File: config.mk
export PLATFORM = sky130hd
export DESIGN_NAME = voice_channel_allocator_core_flat
export DESIGN_NICKNAME = d
export VERILOG_FILES = /design/src/sv/vca_pkg.sv /design/src/sv/vca_cmd_if.sv /design/src/sv/vca_rsp_if.sv /design/src/sv/vca_scan.sv /design/src/sv/voice_channel_allocator_core.sv /design/src/flat_wrapper.sv
export SDC_FILE = /design/constraint.sdc
export NUM_CORES = 1
export LEC_CHECK = 0
export BUFFER_PORTS_ARGS = -buffer_cell sky130_fd_sc_hd__buf_2
export CAP_MARGIN = 40
export CELL_PAD_IN_SITES_DETAIL_PLACEMENT = 0
export CELL_PAD_IN_SITES_GLOBAL_PLACEMENT = 1
export CORE_ASPECT_RATIO = 1.5
export CORE_MARGIN = 1
export CORE_UTILIZATION = 50
export DETAILED_ROUTE_END_ITERATION = 6
export GPL_TIMING_DRIVEN = 0
export PLACE_DENSITY = 0.81
export SYNTH_ARGS = -nofsm -noshare
export SYNTH_HDL_FRONTEND = slang
export SYNTH_SLANG_ARGS = --single-unit
File: constraint.sdc
create_clock -name i_clk -period 11.4 [get_ports i_clk]
set_input_delay 1.14 -clock i_clk [delete_from_list [all_inputs] [get_ports i_clk]]
set_output_delay 1.14 -clock i_clk [all_outputs]
set_load 0.02 [all_outputs]
File: src/sv/vca_pkg.sv
`default_nettype none

package vca_pkg;

    // Command opcodes; code seven is unused and leaves the table alone.
    typedef enum logic [2:0] {
        OP_PLAY     = 3'd0,
        OP_STOP     = 3'd1,
        OP_PAUSE    = 3'd2,
        OP_RESUME   = 3'd3,
        OP_QUERY    = 3'd4,
        OP_DONE     = 3'd5,
        OP_STOP_ALL = 3'd6
    } t_vca_op;

    localparam logic [1:0] STS_OK          = 2'd0;
    localparam logic [1:0] STS_NO_HANDLE   = 2'd1;
    localparam logic [1:0] STS_WRONG_STATE = 2'd2;

    localparam logic [1:0] KIND_FREE    = 2'd0;
    localparam logic [1:0] KIND_SAME    = 2'd1;
    localparam logic [1:0] KIND_LOOPING = 2'd2;
    localparam logic [1:0] KIND_OLDEST  = 2'd3;

    localparam logic [1:0] VS_STOPPED = 2'd0;
    localparam logic [1:0] VS_PLAYING = 2'd1;
    localparam logic [1:0] VS_PAUSED  = 2'd2;

    typedef enum logic [1:0] {
        S_IDLE   = 2'd0,
        S_SCAN   = 2'd1,
        S_FINISH = 2'd2
    } t_vca_state;

    typedef struct packed {
        logic [2:0]  opcode;
        logic [7:0]  sound_id;
        logic        loop_flag;
        logic [31:0] voice_handle;
        logic [2:0]  done_channel;
    } t_vca_cmd;

    typedef struct packed {
        logic [1:0]  status;
        logic [31:0] new_handle;
        logic [2:0]  chosen_channel;
        logic [1:0]  steal_kind;
        logic [31:0] stolen_handle;
        logic [1:0]  voice_state;
    } t_vca_rsp;

    // Sequencer to scan unit: clear the trackers, or take one table entry.
    typedef struct packed {
        logic clr;
        logic vld;
    } t_vca_scan_ctl;

    // Scan unit to sequencer: which searches have a candidate.
    typedef struct packed {
        logic free;
        logic same;
        logic loops;
        logic any;
        logic hit;
    } t_vca_found;

endpackage

`default_nettype wire

File: src/sv/vca_cmd_if.sv
`default_nettype none

interface vca_cmd_if;
    logic               valid;
    logic               ready;
    vca_pkg::t_vca_cmd  data;

    modport source (output valid, output data, input ready);
    modport sink   (input valid, input data, output ready);
endinterface

`default_nettype wire

File: src/sv/vca_rsp_if.sv
`default_nettype none

interface vca_rsp_if;
    logic               valid;
    logic               ready;
    vca_pkg::t_vca_rsp  data;

    modport source (output valid, output data, input ready);
    modport sink   (input valid, input data, output ready);
endinterface

`default_nettype wire

File: src/sv/vca_scan.sv
`default_nettype none

module vca_scan #(
    parameter int NUM_CHANNELS  = 8,
    parameter int SOUND_ID_BITS = 8,
    localparam int AW = (NUM_CHANNELS > 1) ? $clog2(NUM_CHANNELS) : 1
) (
    input  wire logic                       i_clk,
    input  wire logic                       i_rst_n,
    input  wire vca_pkg::t_vca_scan_ctl     i_ctl,
    input  wire logic [AW-1:0]              i_ch,
    input  wire logic                       i_busy,
    input  wire logic [31:0]                i_handle,
    input  wire logic [SOUND_ID_BITS-1:0]   i_sound,
    input  wire logic                       i_looping,
    input  wire logic                       i_paused,
    input  wire logic [31:0]                i_counter,
    input  wire logic [SOUND_ID_BITS-1:0]   i_snd,
    input  wire logic [31:0]                i_key,
    output vca_pkg::t_vca_found             o_found,
    output logic [AW-1:0]                   o_free_ch,
    output logic [AW-1:0]                   o_same_ch,
    output logic [AW-1:0]                   o_loop_ch,
    output logic [AW-1:0]                   o_any_ch,
    output logic [31:0]                     o_same_age,
    output logic [31:0]                     o_loop_age,
    output logic [31:0]                     o_any_age,
    output logic [AW-1:0]                   o_hit_ch,
    output logic                            o_hit_paused,
    output logic                            o_hit_looping,
    output logic [SOUND_ID_BITS-1:0]        o_hit_sound
);

    vca_pkg::t_vca_found        r_found;
    logic [AW-1:0]              r_free_ch;
    logic [AW-1:0]              r_same_ch;
    logic [AW-1:0]              r_loop_ch;
    logic [AW-1:0]              r_any_ch;
    logic [31:0]                r_same_age;
    logic [31:0]                r_loop_age;
    logic [31:0]                r_any_age;
    logic [AW-1:0]              r_hit_ch;
    logic                       r_hit_paused;
    logic                       r_hit_looping;
    logic [SOUND_ID_BITS-1:0]   r_hit_sound;

    logic [31:0] w_age;

    // Shared age subtractor; strict compares keep the lowest channel on ties.
    assign w_age = i_counter - i_handle;

    always_ff @(posedge i_clk) begin
        if (!i_rst_n) begin
            r_found <= '0;
        end else if (i_ctl.clr) begin
            r_found <= '0;
        end else if (i_ctl.vld) begin
            if (!i_busy && !r_found.free) begin
                r_found.free <= 1'b1;
                r_free_ch    <= i_ch;
            end
            if (i_busy) begin
                if ((i_sound == i_snd) && (!r_found.same || (w_age > r_same_age))) begin
                    r_found.same <= 1'b1;
                    r_same_ch    <= i_ch;
                    r_same_age   <= w_age;
                end
                if (i_looping && (!r_found.loops || (w_age > r_loop_age))) begin
                    r_found.loops <= 1'b1;
                    r_loop_ch     <= i_ch;
                    r_loop_age    <= w_age;
                end
                if (!r_found.any || (w_age > r_any_age)) begin
                    r_found.any <= 1'b1;
                    r_any_ch    <= i_ch;
                    r_any_age   <= w_age;
                end
                if (!r_found.hit && (i_key != 32'd0) && (i_handle == i_key)) begin
                    r_found.hit   <= 1'b1;
                    r_hit_ch      <= i_ch;
                    r_hit_paused  <= i_paused;
                    r_hit_looping <= i_looping;
                    r_hit_sound   <= i_sound;
                end
            end
        end
    end

    assign o_found       = r_found;
    assign o_free_ch     = r_free_ch;
    assign o_same_ch     = r_same_ch;
    assign o_loop_ch     = r_loop_ch;
    assign o_any_ch      = r_any_ch;
    assign o_same_age    = r_same_age;
    assign o_loop_age    = r_loop_age;
    assign o_any_age     = r_any_age;
    assign o_hit_ch      = r_hit_ch;
    assign o_hit_paused  = r_hit_paused;
    assign o_hit_looping = r_hit_looping;
    assign o_hit_sound   = r_hit_sound;

endmodule

`default_nettype wire

File: src/sv/voice_channel_allocator_core.sv
// Voice channel allocator.
// Commands arrive as beats on i_cmd (valid/ready); each command yields exactly
// one response beat on o_rsp. The channel table lives in a small RAM (handle,
// sound, loop and pause per channel) with busy bits in flip-flops.
// Play, stop, pause, resume and query walk the table one channel per cycle
// through a single RAM read port and a shared age subtractor: the command is
// taken, the walk reads every channel in turn, and a finish cycle commits the
// table update and loads the response register. Channel done, stop all and
// the unused opcode skip the walk and go straight to the finish cycle.
// i_cmd.ready is high only while the sequencer is idle.
// The response register decouples the two sides: a new command is taken while
// an older response still waits. If the receiver stalls, the finish cycle
// holds and commits nothing until the response register frees up.
// Reset (synchronous, active low) frees every channel at once by clearing the
// busy bits and zeroes the handle counter; the RAM needs no clearing pass.
`default_nettype none

module voice_channel_allocator_core #(
    parameter int NUM_CHANNELS  = 8,
    parameter int SOUND_ID_BITS = 8
) (
    input  wire logic   i_clk,
    input  wire logic   i_rst_n,
    vca_cmd_if.sink     i_cmd,
    vca_rsp_if.source   o_rsp
);

    localparam int AW = (NUM_CHANNELS > 1) ? $clog2(NUM_CHANNELS) : 1;
    localparam int SB = SOUND_ID_BITS;
    localparam int EW = 32 + SB + 2;

    // State
    vca_pkg::t_vca_state    r_state, n_state;
    logic [2:0]             r_op;
    logic [SB-1:0]          r_snd;
    logic                   r_loop;
    logic [31:0]            r_key;
    logic [2:0]             r_dc;
    logic [AW:0]            r_idx;
    logic                   r_rd_vld;
    logic [AW-1:0]          r_rd_ch;
    logic [EW-1:0]          r_rd_data;
    logic [NUM_CHANNELS-1:0] r_busy, n_busy;
    logic [31:0]            r_counter, n_counter;
    logic                   r_out_valid;
    vca_pkg::t_vca_rsp      r_out;

    // Table RAM: {paused, looping, sound, handle}
    logic [EW-1:0]          r_mem [NUM_CHANNELS];

    // Control and datapath
    logic                   w_accept;
    logic                   w_scan_op;
    logic                   w_last;
    logic                   w_out_free;
    logic                   w_fire;
    logic [15:0]            w_snd_ext;
    logic [SB-1:0]          w_snd;
    vca_pkg::t_vca_scan_ctl w_scan_ctl;
    vca_pkg::t_vca_found    w_found;
    logic [AW-1:0]          w_free_ch, w_same_ch, w_loop_ch, w_any_ch, w_hit_ch;
    logic [31:0]            w_same_age, w_loop_age, w_any_age;
    logic                   w_hit_paused, w_hit_looping;
    logic [SB-1:0]          w_hit_sound;
    logic [31:0]            w_inc;
    logic [31:0]            w_new_h;
    logic                   w_dc_ok;
    logic [7:0]             w_dc_ext;
    logic [AW-1:0]          w_dc_idx;
    logic [AW-1:0]          w_ch;
    logic [7:0]             w_ch_ext;
    logic [31:0]            w_victim_age;
    logic                   w_we;
    logic [AW-1:0]          w_waddr;
    logic [EW-1:0]          w_wdata;
    vca_pkg::t_vca_rsp      w_rsp;

    assign w_snd_ext = {8'd0, i_cmd.data.sound_id};
    assign w_snd     = w_snd_ext[SB-1:0];

    assign w_accept   = i_cmd.valid && i_cmd.ready;
    assign w_scan_op  = (i_cmd.data.opcode == vca_pkg::OP_PLAY)
                     || (i_cmd.data.opcode == vca_pkg::OP_STOP)
                     || (i_cmd.data.opcode == vca_pkg::OP_PAUSE)
                     || (i_cmd.data.opcode == vca_pkg::OP_RESUME)
                     || (i_cmd.data.opcode == vca_pkg::OP_QUERY);
    assign w_last     = (r_idx == (AW+1)'(NUM_CHANNELS));
    assign w_out_free = !r_out_valid || o_rsp.ready;

    // Next state
    always_comb begin
        n_state = r_state;
        case (r_state)
            vca_pkg::S_IDLE: begin
                if (w_accept) begin
                    n_state = w_scan_op ? vca_pkg::S_SCAN : vca_pkg::S_FINISH;
                end
            end
            vca_pkg::S_SCAN: begin
                if (w_last) begin
                    n_state = vca_pkg::S_FINISH;
                end
            end
            vca_pkg::S_FINISH: begin
                if (w_out_free) begin
                    n_state = vca_pkg::S_IDLE;
                end
            end
            default: n_state = vca_pkg::S_IDLE;
        endcase
    end

    // Sequencer outputs
    always_comb begin
        i_cmd.ready    = 1'b0;
        w_fire         = 1'b0;
        w_scan_ctl.clr = w_accept;
        w_scan_ctl.vld = r_rd_vld;
        case (r_state)
            vca_pkg::S_IDLE:   i_cmd.ready = 1'b1;
            vca_pkg::S_SCAN:   ;
            vca_pkg::S_FINISH: w_fire = w_out_free;
            default:           ;
        endcase
    end

    always_ff @(posedge i_clk) begin
        if (!i_rst_n) begin
            r_state <= vca_pkg::S_IDLE;
        end else begin
            r_state <= n_state;
        end
    end

    // Latch the command beat; start the walk at channel zero.
    always_ff @(posedge i_clk) begin
        if (w_accept) begin
            r_op   <= i_cmd.data.opcode;
            r_snd  <= w_snd;
            r_loop <= i_cmd.data.loop_flag;
            r_key  <= i_cmd.data.voice_handle;
            r_dc   <= i_cmd.data.done_channel;
        end
    end

    always_ff @(posedge i_clk) begin
        if (!i_rst_n) begin
            r_idx    <= '0;
            r_rd_vld <= 1'b0;
        end else begin
            r_rd_vld <= (r_state == vca_pkg::S_SCAN) && !w_last;
            if (w_accept) begin
                r_idx <= '0;
            end else if ((r_state == vca_pkg::S_SCAN) && !w_last) begin
                r_idx <= r_idx + (AW+1)'(1);
            end
        end
    end

    // RAM: one registered read for the walk, one write at commit.
    always_ff @(posedge i_clk) begin
        if ((r_state == vca_pkg::S_SCAN) && !w_last) begin
            r_rd_data <= r_mem[r_idx[AW-1:0]];
            r_rd_ch   <= r_idx[AW-1:0];
        end
        if (w_fire && w_we) begin
            r_mem[w_waddr] <= w_wdata;
        end
    end

    vca_scan #(
        .NUM_CHANNELS  (NUM_CHANNELS),
        .SOUND_ID_BITS (SOUND_ID_BITS)
    ) u_scan (
        .i_clk         (i_clk),
        .i_rst_n       (i_rst_n),
        .i_ctl         (w_scan_ctl),
        .i_ch          (r_rd_ch),
        .i_busy        (r_busy[r_rd_ch]),
        .i_handle      (r_rd_data[31:0]),
        .i_sound       (r_rd_data[32 +: SB]),
        .i_looping     (r_rd_data[32+SB]),
        .i_paused      (r_rd_data[33+SB]),
        .i_counter     (r_counter),
        .i_snd         (r_snd),
        .i_key         (r_key),
        .o_found       (w_found),
        .o_free_ch     (w_free_ch),
        .o_same_ch     (w_same_ch),
        .o_loop_ch     (w_loop_ch),
        .o_any_ch      (w_any_ch),
        .o_same_age    (w_same_age),
        .o_loop_age    (w_loop_age),
        .o_any_age     (w_any_age),
        .o_hit_ch      (w_hit_ch),
        .o_hit_paused  (w_hit_paused),
        .o_hit_looping (w_hit_looping),
        .o_hit_sound   (w_hit_sound)
    );

    // Fresh handle: advance the counter, skip zero on wrap.
    assign w_inc   = r_counter + 32'd1;
    assign w_new_h = (w_inc == 32'd0) ? 32'd1 : w_inc;

    // Channel done index; reject channels past the table.
    assign w_dc_ext = {5'd0, r_dc};
    assign w_dc_idx = w_dc_ext[AW-1:0];
    assign w_dc_ok  = ({4'd0, r_dc} < 7'(NUM_CHANNELS));

    // Victim choice for play: free, same sound, looping, then oldest overall.
    always_comb begin
        w_ch         = w_any_ch;
        w_victim_age = w_any_age;
        if (w_found.free) begin
            w_ch         = w_free_ch;
            w_victim_age = 32'd0;
        end else if (w_found.same) begin
            w_ch         = w_same_ch;
            w_victim_age = w_same_age;
        end else if (w_found.loops) begin
            w_ch         = w_loop_ch;
            w_victim_age = w_loop_age;
        end
    end

    assign w_ch_ext = 8'(w_ch);

    // Commit: response, table write and busy/counter update.
    always_comb begin
        w_rsp     = '0;
        w_we      = 1'b0;
        w_waddr   = w_hit_ch;
        w_wdata   = {1'b0, w_hit_looping, w_hit_sound, r_key};
        n_busy    = r_busy;
        n_counter = r_counter;
        case (r_op)
            vca_pkg::OP_PLAY: begin
                if (w_found.free) begin
                    w_rsp.steal_kind = vca_pkg::KIND_FREE;
                end else begin
                    // Stolen handle is recovered from its age and the old counter.
                    w_rsp.stolen_handle = r_counter - w_victim_age;
                    if (w_found.same) begin
                        w_rsp.steal_kind = vca_pkg::KIND_SAME;
                    end else if (w_found.loops) begin
                        w_rsp.steal_kind = vca_pkg::KIND_LOOPING;
                    end else begin
                        w_rsp.steal_kind = vca_pkg::KIND_OLDEST;
                    end
                end
                w_we                 = 1'b1;
                w_waddr              = w_ch;
                w_wdata              = {1'b0, r_loop, r_snd, w_new_h};
                n_busy[w_ch]         = 1'b1;
                n_counter            = w_new_h;
                w_rsp.new_handle     = w_new_h;
                w_rsp.chosen_channel = w_ch_ext[2:0];
            end
            vca_pkg::OP_STOP: begin
                if (w_found.hit) begin
                    n_busy[w_hit_ch] = 1'b0;
                end else begin
                    w_rsp.status = vca_pkg::STS_NO_HANDLE;
                end
            end
            vca_pkg::OP_PAUSE: begin
                if (!w_found.hit) begin
                    w_rsp.status = vca_pkg::STS_NO_HANDLE;
                end else if (w_hit_paused) begin
                    w_rsp.status = vca_pkg::STS_WRONG_STATE;
                end else begin
                    w_we    = 1'b1;
                    w_wdata = {1'b1, w_hit_looping, w_hit_sound, r_key};
                end
            end
            vca_pkg::OP_RESUME: begin
                if (!w_found.hit) begin
                    w_rsp.status = vca_pkg::STS_NO_HANDLE;
                end else if (!w_hit_paused) begin
                    w_rsp.status = vca_pkg::STS_WRONG_STATE;
                end else begin
                    w_we    = 1'b1;
                    w_wdata = {1'b0, w_hit_looping, w_hit_sound, r_key};
                end
            end
            vca_pkg::OP_QUERY: begin
                if (!w_found.hit) begin
                    w_rsp.status      = vca_pkg::STS_NO_HANDLE;
                    w_rsp.voice_state = vca_pkg::VS_STOPPED;
                end else begin
                    w_rsp.voice_state = w_hit_paused ? vca_pkg::VS_PAUSED
                                                     : vca_pkg::VS_PLAYING;
                end
            end
            vca_pkg::OP_DONE: begin
                if (w_dc_ok && r_busy[w_dc_idx]) begin
                    n_busy[w_dc_idx] = 1'b0;
                end else begin
                    w_rsp.status = vca_pkg::STS_NO_HANDLE;
                end
            end
            vca_pkg::OP_STOP_ALL: begin
                n_busy = '0;
            end
            default: ;
        endcase
    end

    always_ff @(posedge i_clk) begin
        if (!i_rst_n) begin
            r_busy    <= '0;
            r_counter <= 32'd0;
        end else if (w_fire) begin
            r_busy    <= n_busy;
            r_counter <= n_counter;
        end
    end

    // Response register: load at commit, drop once the beat is taken.
    always_ff @(posedge i_clk) begin
        if (!i_rst_n) begin
            r_out_valid <= 1'b0;
        end else if (w_fire) begin
            r_out_valid <= 1'b1;
        end else if (o_rsp.ready) begin
            r_out_valid <= 1'b0;
        end
    end

    always_ff @(posedge i_clk) begin
        if (w_fire) begin
            r_out <= w_rsp;
        end
    end

    assign o_rsp.valid = r_out_valid;
    assign o_rsp.data  = r_out;

    // Assertions
    a_play_handle_nonzero: assert property (
        @(posedge i_clk) disable iff (!i_rst_n)
        (w_fire && (r_op == vca_pkg::OP_PLAY)) |=> (r_counter != 32'd0)
    ) else $error("play left the handle counter at zero");

    a_play_marks_busy: assert property (
        @(posedge i_clk) disable iff (!i_rst_n)
        (w_fire && (r_op == vca_pkg::OP_PLAY)) |=> (r_busy != '0)
    ) else $error("play left every channel free");

    a_commit_loads_rsp: assert property (
        @(posedge i_clk) disable iff (!i_rst_n)
        w_fire |=> r_out_valid
    ) else $error("commit did not load the response register");

    a_read_only_in_walk: assert property (
        @(posedge i_clk) disable iff (!i_rst_n)
        r_rd_vld |-> (r_state == vca_pkg::S_SCAN)
    ) else $error("table read data arrived outside the walk");

endmodule

`default_nettype wire

File: src/flat_wrapper.sv
// flat-port wrapper written by rule: the top's interface ports become plain ports
module voice_channel_allocator_core_flat 
#(
    parameter int NUM_CHANNELS  = 8,
    parameter int SOUND_ID_BITS = 8
)
  (i_clk, i_rst_n, i_cmd_valid, i_cmd_data, i_cmd_ready, o_rsp_valid, o_rsp_data, o_rsp_ready);
  vca_cmd_if i_cmd_i ();
  vca_rsp_if o_rsp_i ();
  input  wire logic i_clk;
  input  wire logic i_rst_n;
  input wire logic [$bits(i_cmd_i.valid)-1:0] i_cmd_valid;
  input wire logic [$bits(i_cmd_i.data)-1:0] i_cmd_data;
  output wire logic [$bits(i_cmd_i.ready)-1:0] i_cmd_ready;
  output wire logic [$bits(o_rsp_i.valid)-1:0] o_rsp_valid;
  output wire logic [$bits(o_rsp_i.data)-1:0] o_rsp_data;
  input wire logic [$bits(o_rsp_i.ready)-1:0] o_rsp_ready;
  assign i_cmd_i.valid = i_cmd_valid;
  assign i_cmd_i.data = i_cmd_data;
  assign i_cmd_ready = i_cmd_i.ready;
  assign o_rsp_valid = o_rsp_i.valid;
  assign o_rsp_data = o_rsp_i.data;
  assign o_rsp_i.ready = o_rsp_ready;
  voice_channel_allocator_core #(.NUM_CHANNELS(NUM_CHANNELS), .SOUND_ID_BITS(SOUND_ID_BITS)) u_core (.i_clk(i_clk), .i_rst_n(i_rst_n), .i_cmd(i_cmd_i), .o_rsp(o_rsp_i));
endmodule
* After elaboration in Yosys (flattened, before gate mapping)
Memories as Yosys holds them, arrays and structs flattened. A register that Yosys moved wholly into a read port is not among the register bits.
Cells that the tools add are included.
** Storage, ports and cells
- Memory bits (writable) :: 336
- Memories kept :: 1
- Bits in registers :: 297
- Output and inout port bits :: 75
- Bits in latches :: 0
- Bits in read-only memories :: 0
** Cells by class
- Reduce and logical (&&, ||, !) cells :: 52
- Bitwise gates (word level) :: 8
- $add $sub $neg :: 4
- Multiplexer cells :: 50
- $lt $le $gt $ge :: 10
- Eq/ne operators :: 20
- $mul :: 0
- Div/mod/pow operators :: 0
- Shifts and indexed selects :: 0
** Memory list
- u_core.r_mem :: words 8, bits a word 42, rd ports 1, clocked after Yosys merged registers in 1, write ports 1, RTL line voice_channel_allocator_core.sv:49 : logic [EW-1:0] r_mem [NUM_CHANNELS];
** Operator list (count)
- 32-bit two-way mux :: 4
- 32-bit greater-than comparator :: 3
- 42-bit two-way mux :: 2
- 42-bit case mux with 2 select lines :: 1
- 32-bit subtractor :: 2
- 32-bit by 1-bit adder with 32-bit output (second input constant) :: 1
- 32-bit == test :: 1
- 32-bit logical NOT :: 1
- 8-bit case mux with 4 select lines :: 1
- 32-bit nonzero test :: 1
- 5-bit AND reduction :: 4
- 1-bit two-way mux :: 19
- 2-bit two-way mux :: 9
- 8-bit bitwise AND :: 2
- 3-bit by 4-bit less-than comparator with 1-bit output (second input constant) :: 4
- 8-bit two-way mux :: 2
- 8-bit inverter :: 2
- 3-bit AND reduction :: 5
- 3-bit by 2-bit == test with 1-bit output (second input constant) :: 4
- 3-bit == test (second input constant) :: 4
- 3-bit two-way mux :: 4
- 1-bit logical AND :: 11
- 1-bit demux with 3-bit select :: 3
- 3-bit by 1-bit >= comparator with 1-bit output (second input constant) :: 3
- 24 further kinds :: 51

* Longest topological paths before layout
Gate-level depths: netlist of run 1.
- Depth in word-level cells :: 9
- Mapped depth :: 22
- Depth with buffers taken out :: 22

* Cells and area by module
A second synthesis of run 1 with hierarchy kept.
** Unflattened totals
- Cells, all modules :: 2556
- Area total of the unflattened synthesis :: 33039.2 sq um
** Modules (own cells, without submodules)
- voice_channel_allocator_core :: area an instance 24277.0 sq um, times used 1, seq. area each 16005.4 sq um, cells an instance 1699
- vca_scan :: area an instance 8762.2 sq um, times used 1, seq. area each 3733.6 sq um, cells an instance 857

* Worst setup path after synthesis of run 1
OpenSTA, ideal clock, no wires.
- Path type :: register -> register
- Start :: register u_core.r_counter[0]
- End :: register u_core.u_scan.r_same_age[0] (netlist: u_core.u_scan.o_same_age[0]) (enable)
- Slack :: 5.204 ns
- Arrival :: 5.747 ns
- Stages on the path, launching flop included :: 18
- Period minus slack after synthesis :: 6.196 ns
- Path buffers :: 0
- Library setup time :: 0.448 ns
- Cells stage by stage :: dfxtp_1 -> inv_1 -> ha_1 -> fa_1 -> nor2b_1 -> o31a_1 -> o22ai_1 -> o21ai_1 -> a41oi_1 -> o311a_1 -> o21bai_1 -> a21oi_1 -> xnor2_1 -> ha_1 -> nand4_1 -> nor4_1 -> a21oi_1 -> a31oi_1
** On the way
- Longest elaborated chain between the ends :: 5
** RTL lines
- start, declared :: RTL line voice_channel_allocator_core.sv:44 : logic [31:0] r_counter, n_counter;
- start signal, assigned :: RTL line voice_channel_allocator_core.sv:315 : r_counter <= n_counter;
- 32-bit subtractor :: RTL line vca_scan.sv:50 : assign w_age = i_counter - i_handle;
- net u_core.u_scan.w_age[28] :: RTL line vca_scan.sv:47 : logic [31:0] w_age;
- 32-bit greater-than comparator :: RTL line vca_scan.sv:63 : if ((i_sound == i_snd) && (!r_found.same || (w_age > r_same_age))) begin
- 1-bit logical OR :: RTL line vca_scan.sv:63
- 1-bit logical AND :: RTL line vca_scan.sv:63
- 5-bit AND reduction (no source line)
- end signal, assigned :: RTL line vca_scan.sv:66 : r_same_age <= w_age;
- end, declared :: RTL line vca_scan.sv:39 : logic [31:0] r_same_age;
The timed path passes the listed nets, and every way through them passes these cells.
A chain may end at the register's enable or synchronous reset.

* Worst setup path in the final report of run 1
- Start :: register u_core.r_counter[0]
- End :: register u_core.u_scan.r_any_ch[0] (netlist: u_core.u_scan.o_any_ch[0]) (enable)
** On the way
- Longest elaborated chain between the ends :: 4
** RTL lines
- 32-bit subtractor :: RTL line vca_scan.sv:50
- net u_core.u_scan.w_age[28] :: RTL line vca_scan.sv:47
- 32-bit greater-than comparator :: RTL line vca_scan.sv:73 : if (!r_found.any || (w_age > r_any_age)) begin
- 1-bit logical OR :: RTL line vca_scan.sv:73
- 5-bit AND reduction (no source line)
- end signal, assigned :: RTL line vca_scan.sv:75 : r_any_ch <= i_ch;
- end, declared :: RTL line vca_scan.sv:38 : logic [AW-1:0] r_any_ch;
The timed path passes the listed nets, and every way through them passes these cells.

==> results of run 1 <==
==> per-layer routing <==
metal	vias up	GRT usage, %	share of wire, %
met2	698	46.8	51
met4	0	18.6	6.9
met3	223	2.95	4.6
li1	9548	-	-
met1	10300	30.6	38
met5	-	0	0
==> final cells by class <==
type / instances / area, µm²
Inverter: 153 / 577
Clock buffer: 93 / 1870
Clock inverter: 31 / 362
Timing Repair Buffer: 166 / 1310
Multi-Input combinational cell: 1471 / 12000
Tap cell: 870 / 1090
Fill cell: 5006 / 27100
Buffer: 101 / 520
Sequential cell: 675 / 19700
==> cells by family after synthesis <==
| kind of cell | after synthesis |
|---|---|
| DFF | 675 |
| and+or+nand+nor | 581 |
| AOI/OAI and AO/OA | 438 |
| buffers and inverters | 254 |
| adders and majority gates | 163 |
| xor gates and xnor gates | 148 |
| muxes | 141 |
==> worst paths after layout <==
kind | start | end | slack, ns | cells past startpoint
worst min register to register | u_core.r_rd_data[41] | u_core.u_scan.o_hit_paused | 0.42 | 0
worst max-delay path | u_core.r_counter[0] | u_core.u_scan.o_any_ch[0] | 4.84 | 20
worst max register to register | u_core.r_counter[0] | u_core.u_scan.o_any_ch[0] | 4.84 | 20
worst min-delay path | u_core.r_rd_data[41] | u_core.u_scan.o_hit_paused | 0.42 | 0
==> flip-flops by register name, indices dropped and copies added, names as in the netlist, 4 cells and up <==
signal                     flops
u_core.r_mem                 336
u_core.o_rsp.data             73
u_core.r_rd_data              42
u_core.r_counter              32
u_core.r_key                  32
u_core.u_scan.o_any_age       32
u_core.u_scan.o_loop_age      32
u_core.u_scan.o_same_age      32
u_core.r_busy                  8
u_core.r_snd                   8
u_core.u_scan.o_hit_sound      8
u_core.u_scan.o_found          5
u_core.r_idx                   4
==> power groups by stage <==
| stage | combinational, µW | sequential [µW] | clock, µW |
|---|---|---|---|
| finish | 486 | 2860 | 2240 |
| global route | 527 | 2860 | 2360 |
| CTS | 488 | 2860 | 2280 |
| detailed placement | 485 | 2910 | 0 |
| global placement | 455 | 2920 | 0 |
| floorplan | 277 | 2920 | 0 |
==> cell usage in the layout, fill, tap and decap left out, types with 71 or more instances in the layout <==
cell type	Yosys	layout
a21oi_1	92	92
a21o_1	88	88
nand2_1	163	163
xnor2_1	99	99
nor2_1	134	126
mux4_2	86	86
clkbuf_16	0	71
ha_1	161	161
edfxtp_1	622	622
inv_1	152	150
o21ai_0	73	73
clkbuf_1	58	79
buf_2	8	134
==> metrics by stage <==
step	util, %	worst slack, ns
final	58.0	4.84
after global routing	58.0	4.52
after CTS	58.0	4.81
after detailed placement	54.6	4.85
after global placement	53.3	1.74
after floorplan	-	5.20
==> worst reg2reg max path, cell delays in order (launching register included) <==
cell	delay (ns)
dfxtp_1	0.50
inv_1	0.13
ha_1	0.25
fa_1	0.47
nor2b_1	0.16
o31a_1	0.20
o22ai_1	0.19
o21ai_1	0.34
a41oi_1	0.29
o311a_1	0.48
o21bai_1	0.14
a21oi_1	0.09
xnor2_1	0.55
ha_1	0.26
nand4_1	0.17
nor4_1	0.50
nand2_1	0.27
o41ai_1	0.51
clkdlybuf4s15_2	0.32
a31oi_4	0.15
buf_16	0.31
==> results_dict.tcl, run 1 <==
set metrics [dict create \
    outcome "completed" \
    stdcell_count 3560 \
    numCtsBuffers 67 \
    num_antenna_cells 0 \
    first_iter_violations 1398 \
    cts_buffer_depth 3 \
    grt_pass1_vias 21500 \
    hold_buffers 0 \
    wl_um 87000 \
    die_y_um 315 \
    vdd_drop_max_mv 0.129 \
    hpwl_um 65200 \
    critPathTopFamily "compound AO/OA/AOI/OAI gates" \
    synth.top_cells.by_area "edfxtp_1 (57%), ha_1 (6.2%), mux4_2 (5.9%), dfxtp_1 (3.2%), xnor2_1 (2.6%)" \
    die-area_um2 66500 \
    path_clk_slew_ns 0.06 \
    path_cells "inv_1, ha_1, fa_1, nor2b_1, o31a_1, o22ai_1, o21ai_1, a41oi_1, o311a_1, o21bai_1, a21oi_1, xnor2_1, ha_1, nand4_1, nor4_1, nand2_1, o41ai_1, clkdlybuf4s15_2, a31oi_4, buf_16" \
    fmax_mhz 152 \
    cts-root-buf "clkbuf_16" \
    synthXorXnorAreaFrac_pct 3.96 \
    synth_top_family_by_area "compound AO/OA/AOI/OAI gates" \
    cts_sinks 675 \
    worstPathMaxFanout 18 \
    power.switching_uw 1340 \
    grt_overflow 0 \
    antenna_found_initial 1 \
    drive_above_1_share_pct 17.5 \
    combPwrFrac_pct 8.7 \
    fin_crit_sh_pct 57.5 \
    synth-simple-area-share_pct 9.07 \
    internal_power_uw 4250 \
    power.total_uw 5590 \
    synth_top_area_share_pct 57.1 \
    post-cts-setup-buffers 0 \
    core-area_um2 64600 \
    pwr_density_cell_nw_per_um2 149 \
    ys_seq_area_share_pct 60.3 \
    rows 114 \
    total_leakage_power_uw 0.0140 \
    p_clk_share_pct 40.1 \
    routabilityCongestion 0.990 \
    hold_violations 0 \
    yosys.area.top_type "edfxtp_1" \
    placed_cells 3436 \
    viasPerCell 5.82 \
    fin_hold_ws_ns 0.420 \
    startpoint_type "register" \
    netlist_area_um2 32700 \
    grt_max_degree 59 \
    fin_area_um2 37500 \
    synthTopCellsByCount "edfxtp_1 (622), nand2_1 (163), ha_1 (161)" \
    required_ns 11.77 \
    drv_slew 0 \
    synth.most_common_cell "edfxtp_1" \
    ys.flop_type "edfxtp_1" \
    dpl-instance-area_um2 35300 \
    switching_share_pct 24.0 \
    synth_warnings 0 \
    fin_nets 2849 \
    synth_edf_count 622 \
    cts_max_level 3 \
    wl_per_cell_um 24.4 \
    critical_path_buf_inv_count 3 \
    cp_data_arrival_time_ns 6.93 \
    cap_violations 0 \
    seqPwrFrac_pct 51.1 \
    tns_ns 0 \
    syn2layout_area_growth_pct 14.5 \
    synth_nets 2614 \
    initial_core_util_pct 50.7 \
    holdCritPathClass "reg2reg" \
    cp_slowest_cell "xnor2_1" \
    ys_types 87 \
    die_x_um 211 \
    tightest_slew_ns 0.901 \
    cp-end-kind "register" \
    synthAdderAreaFrac_pct 6.28 \
    grt_setup_unrepaired "false" \
    synth_compound_area_share_pct 9.29 \
    cpMostUsedCell "ha_1" \
    finalSetupViolations 0 \
    ant_nets 0 \
    finClkSkew_ns 0.0262 \
    post-route-drc-count 0 \
    cts.repair.resized 0 \
    syn_area_per_cell_um2 13.6 \
    ys_async_sr_fraction_pct 0 \
    portBuffers 124 \
    finalCriticalPeriod_ns 6.56 \
    synth.area.mux_share_pct 7.77 \
    synthCells 2400 \
    io_pins 126 \
    cts_tree "built" \
    ys_ff_latch 675 \
    clock_latency_ns 0.64 \
    grt.total_usage_pct 26.7 \
    first_pass_iters 7 \
    cpPeakStageDelay_ns 0.55 \
    max-slew-margin-rel_pct 40.0 \
    crit_type "reg2reg" \
    grt_pass1_wl_um 130000 \
    num_vias 20700 \
]
Power figures use the tool's default switching activity.
==> inputs of run 2 (changes only) <==
--- a/config.mk
+++ b/config.mk
@@ -5,13 +5,14 @@
 export SDC_FILE = /design/constraint.sdc
 export NUM_CORES = 1
 export LEC_CHECK = 0
+export ABC_AREA = 1
 export BUFFER_PORTS_ARGS = -buffer_cell sky130_fd_sc_hd__buf_2
 export CAP_MARGIN = 40
 export CELL_PAD_IN_SITES_DETAIL_PLACEMENT = 0
 export CELL_PAD_IN_SITES_GLOBAL_PLACEMENT = 1
 export CORE_ASPECT_RATIO = 1.5
 export CORE_MARGIN = 1
-export CORE_UTILIZATION = 50
+export CORE_UTILIZATION = 45
 export DETAILED_ROUTE_END_ITERATION = 6
 export GPL_TIMING_DRIVEN = 0
 export PLACE_DENSITY = 0.81
==> constraint.sdc (replaced) <==
create_clock -name i_clk -period 5.45 [get_ports i_clk]
set_input_delay 0.545 -clock i_clk [delete_from_list [all_inputs] [get_ports i_clk]]
set_output_delay 0.545 -clock i_clk [all_outputs]
set_load 0.02 [all_outputs]
==> results_dict.tcl, run 2 <==
set metrics [dict create \
    grt_max_degree 35 \
    cp-end-kind "register" \
    rows 122 \
    synth_edf_count 622 \
    cts_tree "built" \
    multi_input_area_um2 11900 \
    numCtsBuffers 67 \
    routabilityCongestion 0.958 \
    die_x_um 225 \
    clock_latency_ns 0.65 \
    power.total_uw 12600 \
    finalCriticalPeriod_ns 5.27 \
    synth_warnings 0 \
    fin_area_um2 38100 \
    core-area_um2 73600 \
    ys_ff_latch 675 \
    grtUsageMet3_pct 3.25 \
    final-seq-area_um2 19700 \
    final_cell_mix "edfxtp_1 (622), nor2_1 (486), nand2_1 (453), inv_1 (396), o21ai_0 (358)" \
    outcome "completed" \
    synthCells 3383 \
    cts_max_level 3 \
    post-route-drc-count 0 \
    wl_per_cell_um 22.1 \
    largest_reg_flops 336 \
    syn2layout_area_growth_pct 14.1 \
    synth_nets 3597 \
    final_common_cell "edfxtp_1" \
    startpoint_type "register" \
    cts-root-buf "clkbuf_16" \
    nFillCells 6880 \
    fin_hold_ws_ns 0.0739 \
    ys_async_sr_fraction_pct 0 \
    ys_seq_area_share_pct 59.1 \
    die-area_um2 75400 \
    ys_types 47 \
    grt_setup_unrepaired "false" \
    synth_top_area_share_pct 55.9 \
    ys.flop_type "edfxtp_1" \
    grt_pass1_wl_um 153000 \
    total_leakage_power_uw 0.0147 \
    grt.total_usage_pct 27.6 \
    grt_pass1_vias 25700 \
    required_ns 5.78 \
    hold_buffers 0 \
    fin_crit_sh_pct 96.7 \
    portBuffers 125 \
    tightest_slew_ns 1.08 \
    fmax_mhz 190 \
    first_pass_iters 6 \
    cts_buffer_depth 3 \
    cts_sinks 675 \
    cap_violations 0 \
    syn_area_per_cell_um2 9.88 \
    hpwl_um 80000 \
    dpl-instance-area_um2 35900 \
    grt_use_met2_pct 51.3 \
    path_clk_slew_ns 0.06 \
    max-slew-margin-rel_pct 27.4 \
    netlist_area_um2 33400 \
    top_register "u_core.r_mem" \
    synth.most_common_cell "edfxtp_1" \
    grt.busiest_layer "met2" \
    crit_type "reg2reg" \
    drv_slew 0 \
    wl_um 103000 \
    initial_core_util_pct 45.4 \
    first_iter_violations 1782 \
    holdCritPathClass "in2reg" \
    finalSetupViolations 0 \
    yosys.area.top_type "edfxtp_1" \
    fin_nets 3829 \
    tns_ns 0 \
    worstPathMaxFanout 27 \
    synth.top_cells.by_area "edfxtp_1 (56%), ha_1 (6.0%), nor2_1 (5.6%), o21ai_0 (5.4%), nand2_1 (5.1%)" \
    hold_violations 0 \
    vdd_drop_max_mv 0.292 \
    pwr_density_cell_nw_per_um2 330 \
    cp_data_arrival_time_ns 5.60 \
    die_y_um 336 \
    synthTopCellsByCount "edfxtp_1 (622), nor2_1 (496), nand2_1 (453)" \
    drive_above_1_share_pct 8.81 \
    finClkSkew_ns 0.0217 \
    ant_nets 0 \
    antenna_found_initial 1 \
    grtUsageMet1_pct 28.9 \
    io_pins 126 \
    viasPerCell 5.52 \
    grt_overflow 0 \
    num_vias 25700 \
]
[run 2: cell types whose count changed after synthesis, sizes merged, moves of 81 or more]
| cell | delta |
|---|---|
| nor2 | +375 |
| nand2 | +296 |
| o21ai | +291 |
| inv | +250 |
| a21oi | +161 |
| mux4 | -86 |
| xnor2 | -82 |
| a21o | -81 |
[run 2: per-stage QoR]
| step | util, % | cells | setup slack, ns |
|---|---|---|---|
| after global routing | 51.8 | 4660 | 0.00152 |
| final | 51.8 | 4662 | 0.180 |
| after floorplan | - | 3383 | 0.167 |
| after detailed placement | 48.8 | 4534 | -0.411 |
| after CTS | 51.8 | 4660 | 0.111 |
| after global placement | 48.0 | 4500 | -2.76 |
[run 2: worst max-delay path, stage by stage, from the launching register on]
cell             delay (ns)
edfxtp_1               0.50
inv_1                  0.23
ha_1                   0.39
inv_1                  0.09
nor3_1                 0.19
a21oi_1                0.15
o21bai_1               0.39
nand3_1                0.13
o211ai_1               0.25
xor2_1                 0.65
ha_1                   0.25
nand2_1                0.06
nor2_1                 0.10
nand2_1                0.14
nor4_1                 0.27
clkdlybuf4s15_2        0.32
nand2_1                0.07
nand2_1                0.05
a21oi_1                0.12
nor2_4                 0.31
buf_12                 0.25
[run 2: final timing paths]
kind	start	end	slack, ns	depth (start not counted)
hold reg to reg	u_core.r_rd_data[41]	u_core.u_scan.o_hit_paused	0.42	0
hold / removal	i_cmd_data[12]	u_core.r_key[9]	0.07	1
setup reg to reg	u_core.r_rd_data[2]	u_core.u_scan.o_same_age[28]	0.18	20
setup / recovery	u_core.r_rd_data[2]	u_core.u_scan.o_same_age[28]	0.18	20
[run 2: cell families (layout without fill, tap and decap cells)]
kind of cell,count (synthesis),count (layout),synth area share [%]
AND/OR/NAND/NOR,1174,1174,14.5
AO/OA/AOI/OAI,810,810,13.2
flip-flops,675,675,59.1
buffers and inverters,511,796,5.78
adder cells (fa/ha/maj),163,163,6.15
XOR/XNOR,50,50,1.31
other,0,2,0
[run 2: routing by layer]
metal,up-vias,wire length (µm)
met4,0,7350
li1,12300,-
met5,-,0
met3,284,4810
met2,838,54700
met1,12300,36300
[run 2: cell type report]
class	count	area share [%]
Sequential cell	675	51.8
Multi-Input combinational cell	2197	31.2
Clock buffer	83	4.56
Inverter	403	3.97
Tap cell	992	3.26
Timing Repair Buffer	163	3.04
Buffer	108	1.10
Clock inverter	39	1.08
Antenna cell	2	0.0131
[run 2: power by group]
group / total (µW) / internal, µW / switching, µW
clock network: 4650 / 2590 / 2060
registers: 6090 / 5950 / 137
logic: 1830 / 523 / 1300
total: 12600 / 9060 / 3500
[run 2: repair_timing]
action | 4_1_cts | 5_1_grt
endpoints found under the setup margin | 70 | 97
gates resized for setup | 4 | 5
pin swaps | 2 | 0
buffers inserted | 4 | 0
hold endpoints to repair | 0 | 0
==> inputs of run 3 (changes only) <==
--- a/config.mk
+++ b/config.mk
@@ -12,10 +12,11 @@
 export CELL_PAD_IN_SITES_GLOBAL_PLACEMENT = 1
 export CORE_ASPECT_RATIO = 1.5
 export CORE_MARGIN = 1
-export CORE_UTILIZATION = 45
+export CORE_UTILIZATION = 44
 export DETAILED_ROUTE_END_ITERATION = 6
 export GPL_TIMING_DRIVEN = 0
-export PLACE_DENSITY = 0.81
+export PLACE_DENSITY = 0.84
 export SYNTH_ARGS = -nofsm -noshare
 export SYNTH_HDL_FRONTEND = slang
+export SYNTH_HIERARCHICAL = 1
 export SYNTH_SLANG_ARGS = --single-unit
==> results_dict.tcl, run 3 <==
set metrics [dict create \
    outcome "completed" \
    rows 124 \
    fmax_mhz 210 \
    drive_above_1_share_pct 9.12 \
    first_pass_iters 7 \
    grt_pass1_vias 25700 \
    r2r_end "u_core/u_scan/o_any_age[26]" \
    cts-root-buf "clkbuf_16" \
    portBuffers 125 \
    synth_warnings 6 \
    switching_share_pct 26.8 \
    worst_slack_ns 0.695 \
    numCtsBuffers 67 \
    reg2reg_from "u_core/r_rd_data[4]" \
    viasPerCell 5.45 \
    die_x_um 229 \
    synth_nets 3747 \
    finClkSkew_ns 0.0245 \
    pre_cts_ws_ns 0.763 \
    ff2ff_path_depth 19 \
    die-area_um2 78400 \
    crit_end "u_core/u_scan/o_any_age[26]" \
    critical_path_buf_inv_count 2 \
    reg2reg_slack_ns 0.69 \
    grt_setup_unrepaired "false" \
    cts.repair.resized 0 \
    num_vias 26200 \
    cp_num_cells 19 \
    top_register "u_core/r_mem" \
    cp_data_arrival_time_ns 5.07 \
    cpPeakStageDelay_ns 0.53 \
    initial_core_util_pct 44.5 \
    largest_reg_flops 336 \
    total_leakage_power_uw 0.0157 \
    hold_buffers 0 \
    cts_sinks 675 \
    cts_buffer_depth 3 \
    cts_max_level 3 \
    cp_slowest_cell "a21oi_4" \
    routabilityCongestion 0.927 \
    crit_type "reg2reg" \
    hpwl_um 78400 \
    wl_um 103000 \
    post-cts-setup-buffers 0 \
    p_clk_share_pct 38.4 \
    ys.flop_type "edfxtp_1" \
    holdCritPathClass "in2reg" \
    synth.top_cells.by_area "edfxtp_1 (55%), nand2_1 (7.3%), ha_1 (5.9%), nor2_1 (5.9%), inv_1 (4.4%)" \
    antenna_found_initial 1 \
    grt.total_usage_pct 26.1 \
    placed_cells 4685 \
    path_cells "inv_1, ha_1, a21o_1, a21oi_1, o21bai_1, nand4_1, nand2_1, nand2_1, nand2_1, ha_1, nand2_1, nor2_1, nand2_1, nor2_1, nand2_1, nand2_1, nand2_1, a21oi_4, buf_12" \
    io_pins 126 \
    cpMostUsedCell "nand2_1" \
    power.total_uw 12500 \
    synthCells 3533 \
    seqPwrFrac_pct 48.4 \
    ys_types 51 \
    ys_ff_latch 675 \
    synthTopCellsByCount "nand2_1 (663), edfxtp_1 (622), nor2_1 (535)" \
    core-area_um2 76300 \
    first_iter_violations 1882 \
    fin_nets 3963 \
    power.switching_uw 3340 \
    die_y_um 342 \
    finalCriticalPeriod_ns 4.76 \
    post-route-drc-count 0 \
    grt_overflow 0 \
    syn2layout_area_growth_pct 13.6 \
    required_ns 5.77 \
    yosys.area.top_type "edfxtp_1" \
    tightest_slew_ns 0.998 \
    startpoint_type "register" \
    combPwrFrac_pct 13.2 \
    path_clk_slew_ns 0.07 \
    crit_path_start "u_core/r_rd_data[4]" \
    synth_top_area_share_pct 54.9 \
    grt_pass1_wl_um 151000 \
    pwr_density_cell_nw_per_um2 323 \
    hold_violations 0 \
    cp-end-kind "register" \
    grt_max_degree 61 \
    num_antenna_cells 0 \
    max-slew-margin-rel_pct 32.7 \
    netlist_area_um2 34000 \
    clock_latency_ns 0.63 \
    critPathTopFamily "simple AND/OR/NAND/NOR gates" \
    drv_slew 0 \
    final_common_cell "nand2_1" \
    synth_edf_count 622 \
    synth.most_common_cell "nand2_1" \
    syn_area_per_cell_um2 9.62 \
    stdcell_count 4811 \
    finalSetupViolations 0 \
    cap_violations 0 \
    ys_seq_area_share_pct 58.0 \
    final_cell_mix "nand2_1 (663), edfxtp_1 (622), nor2_1 (526), inv_1 (397), o21ai_0 (271)" \
    vdd_drop_max_mv 0.304 \
    wl_per_cell_um 21.4 \
    worstPathMaxFanout 22 \
    cts_tree "built" \
    ant_nets 0 \
    internal_power_uw 9130 \
    fin_crit_sh_pct 87.3 \
    ys_async_sr_fraction_pct 0 \
]
-- run 3: cell count changes in the layout (fill, tap and decap cells not counted), sizes merged, moves of 8 or more --
cell and delta:
nor2 +47, nand3 +48, o21ai -80, xnor2 -8
nor3 -14, clkbuf -12, nand4 -8, o21bai -13
inv +10, o22ai -8, o211ai +22, o2111ai +9
nand2 +223, a21oi -80
-- run 3: layout make-up --
| class | count | area [µm²] |
|---|---|---|
| Fill cell | 7083 | 37700 |
| Sequential cell | 675 | 19700 |
| Multi-Input combinational cell | 2341 | 12400 |
| Clock buffer | 80 | 1780 |
| Inverter | 408 | 1530 |
| Tap cell | 1008 | 1260 |
| Timing Repair Buffer | 147 | 1010 |
| Clock inverter | 43 | 472 |
| Buffer | 109 | 434 |
-- run 3: power by group through the flow --
stage,clock (µW),combinational (µW),sequential (µW)
2_1_floorplan,0,995,6130
3_3_place_gp,0,1550,6150
3_5_place_dp,0,1610,6140
4_1_cts,4850,1620,6030
5_1_grt,5020,1810,6040
6_report,4780,1650,6030
-- run 3: logic make-up (layout without fill, tap and decap cells) --
kind of cell | count (synthesis) | after routing | share of synthesized area (%)
XOR/XNOR | 49 | 49 | 1.26
AND/OR/NAND/NOR | 1469 | 1469 | 18.0
flip-flops | 675 | 675 | 58.0
buffers and inverters | 517 | 787 | 5.78
adder cells (fa/ha/maj) | 163 | 163 | 6.04
AO/OA/AOI/OAI | 660 | 660 | 10.9
-- run 3: worst min path at each step --
stage | startpoint | endpoint | slack [ns] | cells after the start
2_1_floorplan | u_core/r_rd_data[41] | u_core/u_scan/o_hit_paused | 0.40 | 0
3_3_place_gp | u_core/r_rd_data[41] | u_core/u_scan/o_hit_paused | 0.43 | 0
3_5_place_dp | u_core/r_rd_data[41] | u_core/u_scan/o_hit_paused | 0.45 | 0
4_1_cts | i_cmd_data[28] | u_core/r_key[25] | 0.06 | 1
5_1_grt | i_cmd_data[28] | u_core/r_key[25] | 0.08 | 1
6_report | i_cmd_data[18] | u_core/r_key[15] | 0.09 | 1
-- run 3: per-stage QoR --
step / setup TNS (ns) / utilization (%) / area, µm² / hold slack [ns]
after floorplan: 0 / - / 34000 / 0.400
after global placement: -882.68 / 47.0 / 35900 / 0.430
after detailed placement: 0 / 47.6 / 36300 / 0.450
after CTS: 0 / 50.6 / 38600 / 0.0550
after global routing: 0 / 50.6 / 38600 / 0.0793
final: 0 / 50.6 / 38600 / 0.0934
-- run 3: routing by layer --
layer / vias to the layer above / share of wire (%) / global-route usage [%]
met5: - / 0.012 / 0
met4: 2 / 6.2 / 16.0
met3: 250 / 5.7 / 3.45
met2: 991 / 53 / 48.8
met1: 12400 / 35 / 27.6
li1: 12600 / - / -
